===== src/hw/rtl/dq_pkg.sv =====
// Shared types and codes for the double-ended queue core.
// No dependencies; every other file imports this package.
package dq_pkg;

   // Operation codes carried in the request mode field
   localparam logic [2:0] MODE_PUSH_FRONT = 3'd0;
   localparam logic [2:0] MODE_PUSH_BACK  = 3'd1;
   localparam logic [2:0] MODE_POP_FRONT  = 3'd2;
   localparam logic [2:0] MODE_POP_BACK   = 3'd3;
   localparam logic [2:0] MODE_DUMP       = 3'd4;

   // Result status codes
   localparam logic [1:0] STATUS_ELEM  = 2'd0;
   localparam logic [1:0] STATUS_EMPTY = 2'd1;
   localparam logic [1:0] STATUS_FULL  = 2'd2;

   typedef struct packed {
      logic [2:0]         mode;
      logic signed [31:0] value;
   } req_type;

   typedef struct packed {
      logic [1:0]         status;
      logic signed [31:0] value_res;
      logic               last;
   } rsp_type;

   // Classified command handed from the front end to the back end
   typedef struct packed {
      logic [2:0]         op;
      logic signed [31:0] value;
   } cmd_type;

endpackage


===== src/hw/rtl/dq_front.sv =====
// Front end of the deque core: accepts requests and classifies them.
// Depends on dq_pkg; feeds the command queue (dq_cmd_fifo).
module dq_front
   import dq_pkg::*;
(
   input  logic    req_valid,
   output logic    req_stall,
   input  req_type req_data,
   output logic    cmd_valid,
   input  logic    cmd_stall,
   output cmd_type cmd_data
);

   logic mode_legal;

   // Classify: only the five defined operations go on; others drop here
   always_comb begin
      mode_legal = req_data.mode inside {MODE_PUSH_FRONT, MODE_PUSH_BACK,
                                         MODE_POP_FRONT, MODE_POP_BACK, MODE_DUMP};
   end

   // Forward legal commands; hold the request while the queue is full
   assign cmd_valid      = req_valid && mode_legal;
   assign req_stall      = cmd_stall;
   assign cmd_data.op    = req_data.mode;
   assign cmd_data.value = req_data.value;

endmodule


===== src/hw/rtl/dq_cmd_fifo.sv =====
// Two-entry command queue between the front end and the back end.
// Depends on dq_pkg for the command type.
module dq_cmd_fifo
   import dq_pkg::*;
(
   input  logic    clock,
   input  logic    reset,
   input  logic    in_valid,
   output logic    in_stall,
   input  cmd_type in_data,
   output logic    out_valid,
   input  logic    out_stall,
   output cmd_type out_data
);

   cmd_type    slot_ff [2];
   logic       wr_ptr_ff, wr_ptr_in;
   logic       rd_ptr_ff, rd_ptr_in;
   logic [1:0] fill_ff, fill_in;
   logic       push, pop;

   assign in_stall  = (fill_ff == 2'd2);
   assign out_valid = (fill_ff != 2'd0);
   assign out_data  = slot_ff[rd_ptr_ff];
   assign push      = in_valid && !in_stall;
   assign pop       = out_valid && !out_stall;

   // Advance pointers and fill level on each transfer
   always_comb begin
      wr_ptr_in = push ? !wr_ptr_ff : wr_ptr_ff;
      rd_ptr_in = pop ? !rd_ptr_ff : rd_ptr_ff;
      fill_in   = fill_ff;
      if (push && !pop) begin
         fill_in = fill_ff + 2'd1;
      end else if (pop && !push) begin
         fill_in = fill_ff - 2'd1;
      end
   end

   always_ff @(posedge clock) begin
      if (reset) begin
         wr_ptr_ff <= 1'b0;
         rd_ptr_ff <= 1'b0;
         fill_ff   <= 2'd0;
      end else begin
         wr_ptr_ff <= wr_ptr_in;
         rd_ptr_ff <= rd_ptr_in;
         fill_ff   <= fill_in;
      end
   end

   // Store incoming commands
   always_ff @(posedge clock) begin
      if (push) begin
         slot_ff[wr_ptr_ff] <= in_data;
      end
   end

endmodule


===== src/hw/rtl/dq_back.sv =====
// Back end of the deque core: ring buffer state, element memory,
// dump sequencer and result register. Depends on dq_pkg.
module dq_back
   import dq_pkg::*;
#(
   parameter int CAPACITY = 32
)
(
   input  logic    clock,
   input  logic    reset,
   input  logic    cmd_valid,
   output logic    cmd_stall,
   input  cmd_type cmd_data,
   output logic    rsp_valid,
   input  logic    rsp_stall,
   output rsp_type rsp_data
);

   localparam int IDX_W = (CAPACITY > 1) ? $clog2(CAPACITY) : 1;
   localparam int CNT_W = $clog2(CAPACITY + 1);
   localparam int SUM_W = CNT_W + 1;
   localparam logic [IDX_W-1:0] LAST_IDX = IDX_W'(CAPACITY - 1);
   localparam logic [CNT_W-1:0] FULL_CNT = CNT_W'(CAPACITY);
   localparam logic [SUM_W-1:0] CAP_SUM  = SUM_W'(CAPACITY);

   localparam logic ST_IDLE = 1'b0;
   localparam logic ST_DUMP = 1'b1;

   function automatic logic [IDX_W-1:0] idx_inc(input logic [IDX_W-1:0] i);
      idx_inc = (i == LAST_IDX) ? '0 : i + IDX_W'(1);
   endfunction

   function automatic logic [IDX_W-1:0] idx_dec(input logic [IDX_W-1:0] i);
      idx_dec = (i == '0) ? LAST_IDX : i - IDX_W'(1);
   endfunction

   logic signed [31:0] store_ff [CAPACITY];
   logic signed [31:0] rd_data_ff;

   logic             state_ff, state_in;
   logic [IDX_W-1:0] head_ff, head_in;
   logic [CNT_W-1:0] count_ff, count_in;
   logic [IDX_W-1:0] pos_ff, pos_in;
   logic [CNT_W-1:0] left_ff, left_in;
   logic             rsp_valid_ff, rsp_valid_in;
   rsp_type          rsp_ff, rsp_in;

   logic             out_free;
   logic             full;
   logic             need_out;
   logic             fire;
   logic             mem_we;
   logic [IDX_W-1:0] wr_addr;
   logic             rd_en;
   logic [IDX_W-1:0] rd_addr;
   logic [SUM_W-1:0] tail_sum;
   logic [SUM_W-1:0] tail_wrap;
   logic [IDX_W-1:0] tail_idx;

   assign out_free = !rsp_valid_ff || !rsp_stall;
   assign full     = (count_ff == FULL_CNT);

   // Slot after the last element, wrapped once
   assign tail_sum  = SUM_W'(head_ff) + SUM_W'(count_ff);
   assign tail_wrap = (tail_sum >= CAP_SUM) ? tail_sum - CAP_SUM : tail_sum;
   assign tail_idx  = tail_wrap[IDX_W-1:0];

   // Hold a command that must emit a result until the result register frees up
   always_comb begin
      need_out = 1'b0;
      if (cmd_valid) begin
         case (cmd_data.op)
            MODE_PUSH_FRONT, MODE_PUSH_BACK: need_out = full;
            MODE_DUMP:                       need_out = (count_ff == '0);
            default:                         need_out = 1'b0;
         endcase
      end
   end

   assign cmd_stall = (state_ff != ST_IDLE) || (need_out && !out_free);
   assign fire      = cmd_valid && !cmd_stall;

   // Execute commands and step the dump sequencer
   always_comb begin
      state_in     = state_ff;
      head_in      = head_ff;
      count_in     = count_ff;
      pos_in       = pos_ff;
      left_in      = left_ff;
      mem_we       = 1'b0;
      wr_addr      = tail_idx;
      rd_en        = 1'b0;
      rd_addr      = pos_ff;
      rsp_valid_in = rsp_valid_ff && rsp_stall;
      rsp_in       = rsp_ff;

      case (state_ff)
         ST_IDLE: begin
            if (fire) begin
               case (cmd_data.op)
                  MODE_PUSH_FRONT: begin
                     if (full) begin
                        rsp_valid_in = 1'b1;
                        rsp_in       = '{status: STATUS_FULL, value_res: '0, last: 1'b1};
                     end else begin
                        mem_we   = 1'b1;
                        wr_addr  = idx_dec(head_ff);
                        head_in  = idx_dec(head_ff);
                        count_in = count_ff + CNT_W'(1);
                     end
                  end
                  MODE_PUSH_BACK: begin
                     if (full) begin
                        rsp_valid_in = 1'b1;
                        rsp_in       = '{status: STATUS_FULL, value_res: '0, last: 1'b1};
                     end else begin
                        mem_we   = 1'b1;
                        wr_addr  = tail_idx;
                        count_in = count_ff + CNT_W'(1);
                     end
                  end
                  MODE_POP_FRONT: begin
                     if (count_ff != '0) begin
                        head_in  = idx_inc(head_ff);
                        count_in = count_ff - CNT_W'(1);
                     end
                  end
                  MODE_POP_BACK: begin
                     if (count_ff != '0) begin
                        count_in = count_ff - CNT_W'(1);
                     end
                  end
                  MODE_DUMP: begin
                     if (count_ff == '0) begin
                        rsp_valid_in = 1'b1;
                        rsp_in       = '{status: STATUS_EMPTY, value_res: '0, last: 1'b1};
                     end else begin
                        // Prefetch the front element and start the walk
                        rd_en    = 1'b1;
                        rd_addr  = head_ff;
                        pos_in   = idx_inc(head_ff);
                        left_in  = count_ff;
                        state_in = ST_DUMP;
                     end
                  end
                  default: begin
                  end
               endcase
            end
         end
         ST_DUMP: begin
            // One element per transfer; fetch the next one alongside
            if (out_free) begin
               rsp_valid_in = 1'b1;
               rsp_in       = '{status: STATUS_ELEM, value_res: rd_data_ff,
                                last: (left_ff == CNT_W'(1))};
               left_in      = left_ff - CNT_W'(1);
               if (left_ff == CNT_W'(1)) begin
                  state_in = ST_IDLE;
               end else begin
                  rd_en   = 1'b1;
                  rd_addr = pos_ff;
                  pos_in  = idx_inc(pos_ff);
               end
            end
         end
         default: begin
            state_in = ST_IDLE;
         end
      endcase
   end

   always_ff @(posedge clock) begin
      if (reset) begin
         state_ff     <= ST_IDLE;
         head_ff      <= '0;
         count_ff     <= '0;
         pos_ff       <= '0;
         left_ff      <= '0;
         rsp_valid_ff <= 1'b0;
      end else begin
         state_ff     <= state_in;
         head_ff      <= head_in;
         count_ff     <= count_in;
         pos_ff       <= pos_in;
         left_ff      <= left_in;
         rsp_valid_ff <= rsp_valid_in;
      end
   end

   // Result payload needs no reset
   always_ff @(posedge clock) begin
      rsp_ff <= rsp_in;
   end

   // Element memory: one write port, one registered read port
   always_ff @(posedge clock) begin
      if (mem_we) begin
         store_ff[wr_addr] <= cmd_data.value;
      end
      if (rd_en) begin
         rd_data_ff <= store_ff[rd_addr];
      end
   end

   assign rsp_valid = rsp_valid_ff;
   assign rsp_data  = rsp_ff;

endmodule


===== src/hw/rtl/double_ended_queue_core.sv =====
// Channel  Direction  Payload   Transfer when
// req_     in         req_type  req_valid high and req_stall low
// rsp_     out        rsp_type  rsp_valid high and rsp_stall low
//
// Push and pop commands finish in the back end as they are taken. A dump
// first fetches the front element and then emits one element per cycle
// while the result side takes them. The element memory's read port is
// single and registered, hence the prefetch. Reset empties the queue at
// once, with no clearing pass. A two-entry command queue lets the request
// side keep transferring while the result side stalls, until that queue fills.
// Top level of the deque core; depends on dq_pkg, dq_front, dq_cmd_fifo, dq_back.
module double_ended_queue_core
   import dq_pkg::*;
#(
   parameter int CAPACITY = 32
)
(
   input  logic    clock,
   input  logic    reset,
   input  logic    req_valid,
   output logic    req_stall,
   input  req_type req_data,
   output logic    rsp_valid,
   input  logic    rsp_stall,
   output rsp_type rsp_data
);

   logic    front_valid, front_stall;
   cmd_type front_cmd;
   logic    back_valid, back_stall;
   cmd_type back_cmd;

   dq_front u_front (
      .req_valid (req_valid),
      .req_stall (req_stall),
      .req_data  (req_data),
      .cmd_valid (front_valid),
      .cmd_stall (front_stall),
      .cmd_data  (front_cmd)
   );

   dq_cmd_fifo u_fifo (
      .clock     (clock),
      .reset     (reset),
      .in_valid  (front_valid),
      .in_stall  (front_stall),
      .in_data   (front_cmd),
      .out_valid (back_valid),
      .out_stall (back_stall),
      .out_data  (back_cmd)
   );

   dq_back #(
      .CAPACITY (CAPACITY)
   ) u_back (
      .clock     (clock),
      .reset     (reset),
      .cmd_valid (back_valid),
      .cmd_stall (back_stall),
      .cmd_data  (back_cmd),
      .rsp_valid (rsp_valid),
      .rsp_stall (rsp_stall),
      .rsp_data  (rsp_data)
   );

endmodule


===== config.mk =====
export PLATFORM = sky130hd
export DESIGN_NAME = double_ended_queue_core
export DESIGN_NICKNAME = d
export VERILOG_FILES = /design/src/hw/rtl/dq_pkg.sv /design/src/hw/rtl/dq_front.sv /design/src/hw/rtl/dq_cmd_fifo.sv /design/src/hw/rtl/dq_back.sv /design/src/hw/rtl/double_ended_queue_core.sv
export SDC_FILE = /design/constraint.sdc
export NUM_CORES = 1
export LEC_CHECK = 0
export BUFFER_PORTS_ARGS = -buffer_cell sky130_fd_sc_hd__buf_2
export CAP_MARGIN = 10
export CORE_MARGIN = 2
export CORE_UTILIZATION = 40
export DETAILED_ROUTE_END_ITERATION = 16
export SLEW_MARGIN = 40
export SYNTH_ARGS = -nofsm -noshare
export SYNTH_HDL_FRONTEND = slang
export SYNTH_HIERARCHICAL = 1
export SYNTH_SLANG_ARGS = --single-unit

===== constraint.sdc =====
create_clock -name clock -period 10.63 [get_ports clock]
set_clock_uncertainty 0.1 [all_clocks]
set_input_delay 0 -clock clock [delete_from_list [all_inputs] [get_ports clock]]
set_output_delay 0 -clock clock [all_outputs]
set_load 0.02 [all_outputs]

=== Yosys cells after proc, flatten, opt, wreduce, memory -nomap -nowiden ===
Memory sizes are Yosys's and may differ from the RTL's. A register that Yosys moved wholly into a read port is not among the register bits.
Index checks and enable logic that the tools add are counted.

* Multipliers: 0
* Shift-type cells: 0
* Order comparisons: 1
* Bitwise logic cells: 1
* Divide/modulo/power cells: 0
* Add/subtract/negate cells: 10
* Muxes and demuxes: 63
* Reduce and logical (&&, ||, !) cells: 35
* Eq/ne operators: 25

{| class="wikitable"
|+ Operators with widths
! kind !! number
|-
| two-way mux 35 bit || 4
|-
| one-hot mux 35 bit (2 select lines) || 2
|-
| two-way mux 5 bit || 18
|-
| two-way mux 6 bit || 6
|-
| one-hot mux 5 bit (2 select lines) || 3
|-
| one-hot mux 6 bit (2 select lines) || 2
|-
| two-way mux 1 bit || 21
|-
| AND reduction 5 bit || 4
|-
| != test 2 bit (second input constant) || 7
|-
| == test 3 x 2 -> 1 bit (second input constant) || 4
|-
| subtractor 6 x 1 -> 6 bit (second input constant) || 2
|-
| adder 5 x 1 -> 5 bit (second input constant) || 2
|-
| == test 5 bit (second input constant) || 2
|-
| one-hot mux 1 bit (2 select lines) || 5
|-
| subtractor 5 x 1 -> 5 bit (second input constant) || 2
|-
| logical NOT 1 bit || 9
|-
| nonzero test 2 bit || 4
|-
| adder 5 x 6 -> 7 bit || 1
|-
| greater-or-equal comparator 7 x 6 -> 1 bit (second input constant) || 1
|-
| logical AND 1 bit || 7
|-
| adder 6 x 1 -> 6 bit (second input constant) || 1
|-
| == test 3 x 1 -> 1 bit (second input constant) || 2
|-
| == test 3 bit (second input constant) || 2
|-
| == test 6 x 1 -> 1 bit (second input constant) || 1
|-
| other kinds (17) || 23
|}

* RAM bits: 1,094
* Output and inout bits: 37
* Register bits after elaboration: 63
* Input bits: 39
* Word-level logic and storage cells: 149
* ROM bits: 0
* Memories: 2
* Latch bits: 0

{| class="wikitable"
|+ Memory list
! memory !! words !! bits a word !! read ports !! clocked after Yosys merged registers in !! wr ports !! RTL line !! source
|-
| u_back.store_ff || 32 || 32 || 1 || 1 || 1 || dq_back.sv:37 || <nowiki>logic signed [31:0] store_ff [CAPACITY];</nowiki>
|-
| u_fifo.slot_ff || 2 || 35 || 1 || 1 || 1 || dq_cmd_fifo.sv:16 || <nowiki>cmd_type slot_ff [2];</nowiki>
|}

=== Logic depth before layout (Yosys ltp) ===
Gate-level depths: netlist of run 1.

* Word-level depth: 12
* Gate-level depth with buffers: 14
* Gate-level depth less buffers: 12

=== Modules after synthesis ===
Netlist of run 1, hierarchy kept.

{| class="wikitable"
|+ Modules (own cells, without submodules)
! module !! times used !! cells each !! area an instance (um^2) !! sequential area each (um^2)
|-
| dq_back || 1 || 2,907 || 43,437.9 || 33,241.9
|-
| dq_cmd_fifo || 1 || 134 || 2,738.9 || 2,202.1
|-
| dq_front || 1 || 38 || 281.5 || 0.0
|}

=== Least setup slack after synthesis of run 1 ===
No wires, ideal clock.

* Kind: flip-flop to flip-flop
* Start point: register with a tool-made name
* End point: memory u_back.store_ff[19][0] (enable)
* Data arrival time: 3.824 ns
* Buffers on the path: 3
* Required time: 10.109 ns
* Path slack: 6.284 ns
* Library setup time: 0.421 ns
* Period minus slack after synthesis: 4.346 ns
* Cell stages (with the launch flop): 12
* Cells stage by stage: dfxtp_1 buf_2 buf_2 mux2_2 nor4b_1 o311a_1 clkbuf_1 nand2_1 o31ai_1 xor2_1 nand2_1 nor2_1

{| class="wikitable"
|+ RTL lines
! element !! RTL line
|-
| end, declared || dq_back.sv:37
|}

==> results.sh, run 1 <==
export IMPL_ys_flop_type="edfxtp_1"
export IMPL_critical_path_startpoint_type="flop"
export IMPL_htree_levels=3
export IMPL_first_pass_iters=5
export IMPL_p_leak_uw=0.0175
export IMPL_final_cell_mix="edfxtp_1 (1161), nand2_1 (574), nand3_1 (198)"
export IMPL_p_int_uw=8210
export IMPL_post_cts_buffers=0
export IMPL_finalHoldViolCount=0
export IMPL_antenna_left=0
export IMPL_drt_iter0_markers=2832
export IMPL_vias=27034
export IMPL_fin_tns_setup_ns=0
export IMPL_cp_end_kind="flop"
export IMPL_mappedNetlistArea_um2=46500
export IMPL_final_nets=3266
export IMPL_min_path_type="in2reg"
export IMPL_cts_tree="yes"
export IMPL_drive_above_1_share_pct=13.5
export IMPL_start_util_pct=40.1
export IMPL_power_share_switching_pct=24.9
export IMPL_rsz0062_at_grt="no"
export IMPL_synth_edff_count=1161
export IMPL_clk_pin_slew_ns=0.06
export IMPL_cap_viol_max_count=0
export IMPL_io_pins=76
export IMPL_worstMarginPinSlew_ns=0.926
export IMPL_port_buffers=75
export IMPL_gp_congestion=0.776
export IMPL_max_freq_mhz=189
export IMPL_track_usage_pct=20.7
export IMPL_arrival_ns=5.61
export IMPL_synth_seq_cells=1190
export IMPL_hpwl_um=65600
export IMPL_drc=0
export IMPL_worst_path_max_fanout=68
export IMPL_finalWirelength_um=123000
export IMPL_holdWs_ns=0.256
export IMPL_grt_pass1_wl_um=179000
export IMPL_setup_viol_count_final=0
export IMPL_die_y_um=345
export IMPL_slew_headroom_pct=38.1
export IMPL_yosysTopAreaCellShare_pct=75.0
export IMPL_syn_to_final_growth_pct=14.5
export IMPL_multi_input_area_um2=10300
export IMPL_status="complete, no violations"
export IMPL_cts_sinks=1190
export IMPL_via_per_inst=5.59
export IMPL_seqPwrFrac_pct=51.9
export IMPL_synth_top_area_cell="edfxtp_1"
export IMPL_rows=125
export IMPL_peakVddDrop_mv=0.151
export IMPL_ys_seq_area_share_pct=76.3
export IMPL_fp_dieW_um=345
export IMPL_post_drt_wl_per_cell_um=25.5
export IMPL_root_buffer="clkbuf_16"
export IMPL_cts_buffer_depth=3
export IMPL_die_area_um2=119000
export IMPL_clk_latency_ns=0.70
export IMPL_synth_async_reset_ratio_pct=0
export IMPL_drv_slew=0
export IMPL_critical_path_required_ns=10.94
export IMPL_syn_nets=3136
export IMPL_synthTopCellsByArea="edfxtp_1 (75%), nand2_1 (4.6%), mux2i_1 (2.4%)"
export IMPL_avgSynthCellArea_um2=15.1
export IMPL_yosys_warnings=6
export IMPL_power_density_nw_per_um2=206
export IMPL_regArea_um2=35400
export IMPL_finalCritPeriodShare_pct=49.9
export IMPL_ys_types=60
export IMPL_fillers=10093
export IMPL_critPathKind="reg2reg"
export IMPL_p_sw_uw=2730
export IMPL_final_common_cell="edfxtp_1"
export IMPL_period_minus_slack_ns=5.30
export IMPL_overflow=0
export IMPL_cts_buffers=118
export IMPL_postSynthCellCount=3079
export IMPL_grt_max_degree=160
export IMPL_core_um2=116000
export IMPL_grt_pass1_vias=26220
export IMPL_combPwrFrac_pct=11.0
export IMPL_antenna_found_initial=3
export IMPL_clkPwrFrac_pct=37.0
## per-layer routing
metal	wire length [um]	track usage (%)
met1	51100	28.2
met2	59100	34.3
met3	9500	3.18
met4	3490	6.47
met5	13	0
## cell type report
class | instances | area share, %
Clock buffer | 145 | 5.74
Timing Repair Buffer | 216 | 3.19
Clock inverter | 74 | 1.28
Inverter | 20 | 0.143
Multi-Input combinational cell | 1663 | 19.4
Sequential cell | 1190 | 66.6
Antenna cell | 2 | 0.00941
Tap cell | 1524 | 3.58
## power by group through the flow
| stage | combinational, uW | clock [uW] | sequential, uW |
|---|---|---|---|
| after floorplan | 745 | 0 | 5750 |
| after global placement | 1160 | 0 | 5780 |
| after detailed placement | 1190 | 0 | 5790 |
| after CTS | 1210 | 4120 | 5690 |
| after global routing | 1330 | 4310 | 5700 |
| final | 1210 | 4050 | 5680 |
## what timing repair did
action,in CTS,in global routing
gates resized for setup,0,0
hold endpoints to repair,134,0
hold buffers,74,0
## Yosys cell counts (all sizes together), types with 3 or more instances
cell type,instances
nand2,575
a221oi,32
a211oi,36
dfxtp,29
nand2b,6
and2,34
o211ai,3
mux4,32
inv,20
mux2i,114
nor2,91
or3,5
a22oi,33
clkbuf,95
nor4,33
edfxtp,1161
nor3,7
xnor2,10
buf,111
mux2,41
a2111oi,32
nand3,198
o22ai,35
a21oi,163
and3,3
nor3b,3
nor2b,10
xor2,8
a31oi,3
ha,16
o21ai,80
or2,3
nand4,32
## state kept, by name, indices dropped and copies added (netlist names), 2 cells and up, named ones only
name,cells
u_back/store_ff,1024
u_fifo/slot_ff,70
u_back/rsp_data,35
u_back/rd_data_ff,32
u_back/count_ff,6
u_back/left_ff,6
u_back/head_ff,5
u_back/pos_ff,5
u_fifo/fill_ff,2
## stage by stage
stage | power [uW] | cell area [um^2] | cells | setup WS (ns) | util, %
5_1_grt | 11300 | 53200 | 4832 | 4.92 | 46.0
6_report | 10900 | 53200 | 4834 | 5.33 | 46.0
3_5_place_dp | 6970 | 48600 | 4536 | 5.20 | 42.0
4_1_cts | 11000 | 53100 | 4829 | 5.19 | 45.9
2_1_floorplan | 6500 | 46500 | 3079 | 6.28 | -
3_3_place_gp | 6940 | 48600 | 4534 | 5.00 | 42.0
## worst paths after layout
check / startpoint / endpoint / slack, ns / cells past startpoint
worst min-delay path: reset / flop / 0.26 / 3
worst max register to register: flop / u_back/rd_data_ff[2]$_DFFE_PP_ / 5.33 / 12
worst min register to register: u_fifo/rd_ptr_ff$_SDFFE_PP0P_ / flop / 0.40 / 2
worst max-delay path: flop / u_back/rd_data_ff[2]$_DFFE_PP_ / 5.33 / 12
## logic make-up after synthesis
family	synth area share, %
fa+ha+maj	0.517
xor+xnor	0.339
compound gates	5.85
buf+inv	2.46
flops	76.3
mux	5.03
simple gates	9.51
## critical path, cell delays in order, from the launching register on
cell and delay [ns]:
dfxtp_4 0.66, mux2_2 0.50, nor3b_2 0.40, o311ai_4 0.15
buf_4 0.31, mux2i_4 0.20, buf_4 0.68, buf_12 0.38
buf_16 0.36, mux2i_1 0.25, o22ai_1 0.09, a2111oi_1 0.65
nor4_1 0.15
Note: power is estimated with default switching activity, not from simulation.
==> inputs of run 2 (changes only) <==
Clock period 10.63 ns to 4.4 ns, I/O delays scaled along.
==> results.sh, run 2 (synthesis gave the netlist of run 1 again) <==
export IMPL_critical_path_startpoint_type="flop"
export IMPL_cap_viol_max_count=0
export IMPL_peakVddDrop_mv=0.402
export IMPL_rrSetupSlack_ns=0.41
export IMPL_rows=125
export IMPL_finalHoldViolCount=0
export IMPL_drc=0
export IMPL_clkPwrFrac_pct=37.9
export IMPL_root_buffer="clkbuf_16"
export IMPL_combPwrFrac_pct=11.6
export IMPL_status="complete, no violations"
export IMPL_vias=27002
export IMPL_htree_levels=3
export IMPL_track_usage_pct=20.5
export IMPL_slew_headroom_pct=43.1
export IMPL_clk_pin_slew_ns=0.06
export IMPL_drt_iter0_markers=2703
export IMPL_p_leak_uw=0.0180
export IMPL_final_nets=3334
export IMPL_p_int_uw=20400
export IMPL_min_path_type="in2reg"
export IMPL_grt_max_degree=101
export IMPL_power_share_switching_pct=24.8
export IMPL_final_cell_mix="edfxtp_1 (1161), nand2_1 (575), nand3_1 (198)"
export IMPL_fin_tns_setup_ns=0
export IMPL_finalWirelength_um=122000
export IMPL_cts_buffers=117
export IMPL_finalCritPeriodShare_pct=90.7
export IMPL_core_um2=116000
export IMPL_antenna_found_initial=3
export IMPL_start_util_pct=40.1
export IMPL_syn_to_final_growth_pct=17.2
export IMPL_via_per_inst=5.50
export IMPL_place_inst=4606
export IMPL_rsz0062_at_grt="no"
export IMPL_overflow=0
export IMPL_arrival_ns=4.30
export IMPL_p_sw_uw=6700
export IMPL_fp_dieW_um=345
export IMPL_worstMarginPinSlew_ns=0.832
export IMPL_antenna_left=0
export IMPL_stdcell_count=4906
export IMPL_critical_path_required_ns=4.71
export IMPL_hpwl_um=70100
export IMPL_drv_slew=0
export IMPL_drive_above_1_share_pct=15.5
export IMPL_die_area_um2=119000
export IMPL_regMostFlops="u_back/store_ff"
export IMPL_max_freq_mhz=251
export IMPL_seqPwrFrac_pct=50.5
export IMPL_cts_tree="yes"
export IMPL_post_drt_wl_per_cell_um=24.8
export IMPL_die_y_um=345
export IMPL_clk_latency_ns=0.70
export IMPL_cts_buffer_depth=3
export IMPL_first_pass_iters=5
export IMPL_cp_end_kind="flop"
export IMPL_port_buffers=75
export IMPL_setup_viol_count_final=0
export IMPL_gp_congestion=0.799
export IMPL_io_pins=76
export IMPL_grt_pass1_vias=26359
export IMPL_grt_pass1_wl_um=178000
export IMPL_power_density_nw_per_um2=497
export IMPL_final_common_cell="edfxtp_1"
export IMPL_largest_reg_flops=1024
export IMPL_worst_path_max_fanout=64
export IMPL_cts_sinks=1190
export IMPL_critPathKind="reg2reg"
export IMPL_period_minus_slack_ns=3.99
run 2: final timing paths:
check / endpoint / cells past startpoint / startpoint
worst min register to register: u_fifo/fill_ff[1]$_SDFFE_PP0P_ / 2 / u_fifo/fill_ff[1]$_SDFFE_PP0P_
worst max-delay path: u_back/rd_data_ff[15]$_DFFE_PP_ / 10 / u_back/count_ff[1]$_SDFFE_PP0P_
worst min-delay path: u_back/count_ff[4]$_SDFFE_PP0P_ / 3 / reset
worst max register to register: u_back/rd_data_ff[15]$_DFFE_PP_ / 10 / u_back/count_ff[1]$_SDFFE_PP0P_
run 2: critical path, stage by stage (launching register included):
cell and delay [ns]:
dfxtp_1 0.38, or4_4 0.60, o311ai_4 0.27, buf_12 0.27
mux2_8 0.61, buf_4 0.32, buf_4 0.17, nand2_1 0.06
a21oi_1 0.06, a2111oi_0 0.69, nor4_1 0.14
run 2: area by class of cell:
class,count,area [um^2]
well taps,1524,1910
flip-flops and latches,1190,35400
repair buffers,285,2690
fillers,9916,61300
diodes,6,15.0
inverters,20,77.6
clock inverters,76,882
multi-input cells,1663,10300
clock buffers,142,3070
run 2: power by group through the flow:
stage          logic [uW]  registers, uW  clock network, uW
6_report             3130          13700              10300
5_1_grt              3440          13700              10900
4_1_cts              3150          13700              10400
3_5_place_dp         3100          13900                  0
3_3_place_gp         3050          13900                  0
2_1_floorplan        1800          13900                  0
run 2: timing repair:
action	in CTS	in global routing
gates resized for setup	0	0
hold buffers	75	0
endpoints found under the hold margin	134	0
setup buffers	0	0
run 2: stage by stage:
| stage | util [%] | total power (uW) | setup slack [ns] | hold WS, ns | area (um^2) |
|---|---|---|---|---|---|
| finish | 47.0 | 27100 | 0.410 | 0.289 | 54400 |
| global route | 47.0 | 28000 | 0.244 | 0.307 | 54400 |
| CTS | 47.0 | 27200 | 0.354 | 0.231 | 54400 |
| detailed placement | 42.9 | 17000 | 0.322 | 0.0907 | 49700 |
| global placement | 42.9 | 16900 | 0.309 | 0.0880 | 49700 |
| floorplan | - | 15700 | 0.0544 | -0.0309 | 46500 |
run 2: routing by layer:
metal	vias to the layer above	track usage, %	share of wire, %
met5	-	0	0.011
met3	167	3.86	7.6
met4	2	6.40	2.7
li1	12098	-	-
met1	13714	27.8	42
met2	1021	33.5	48
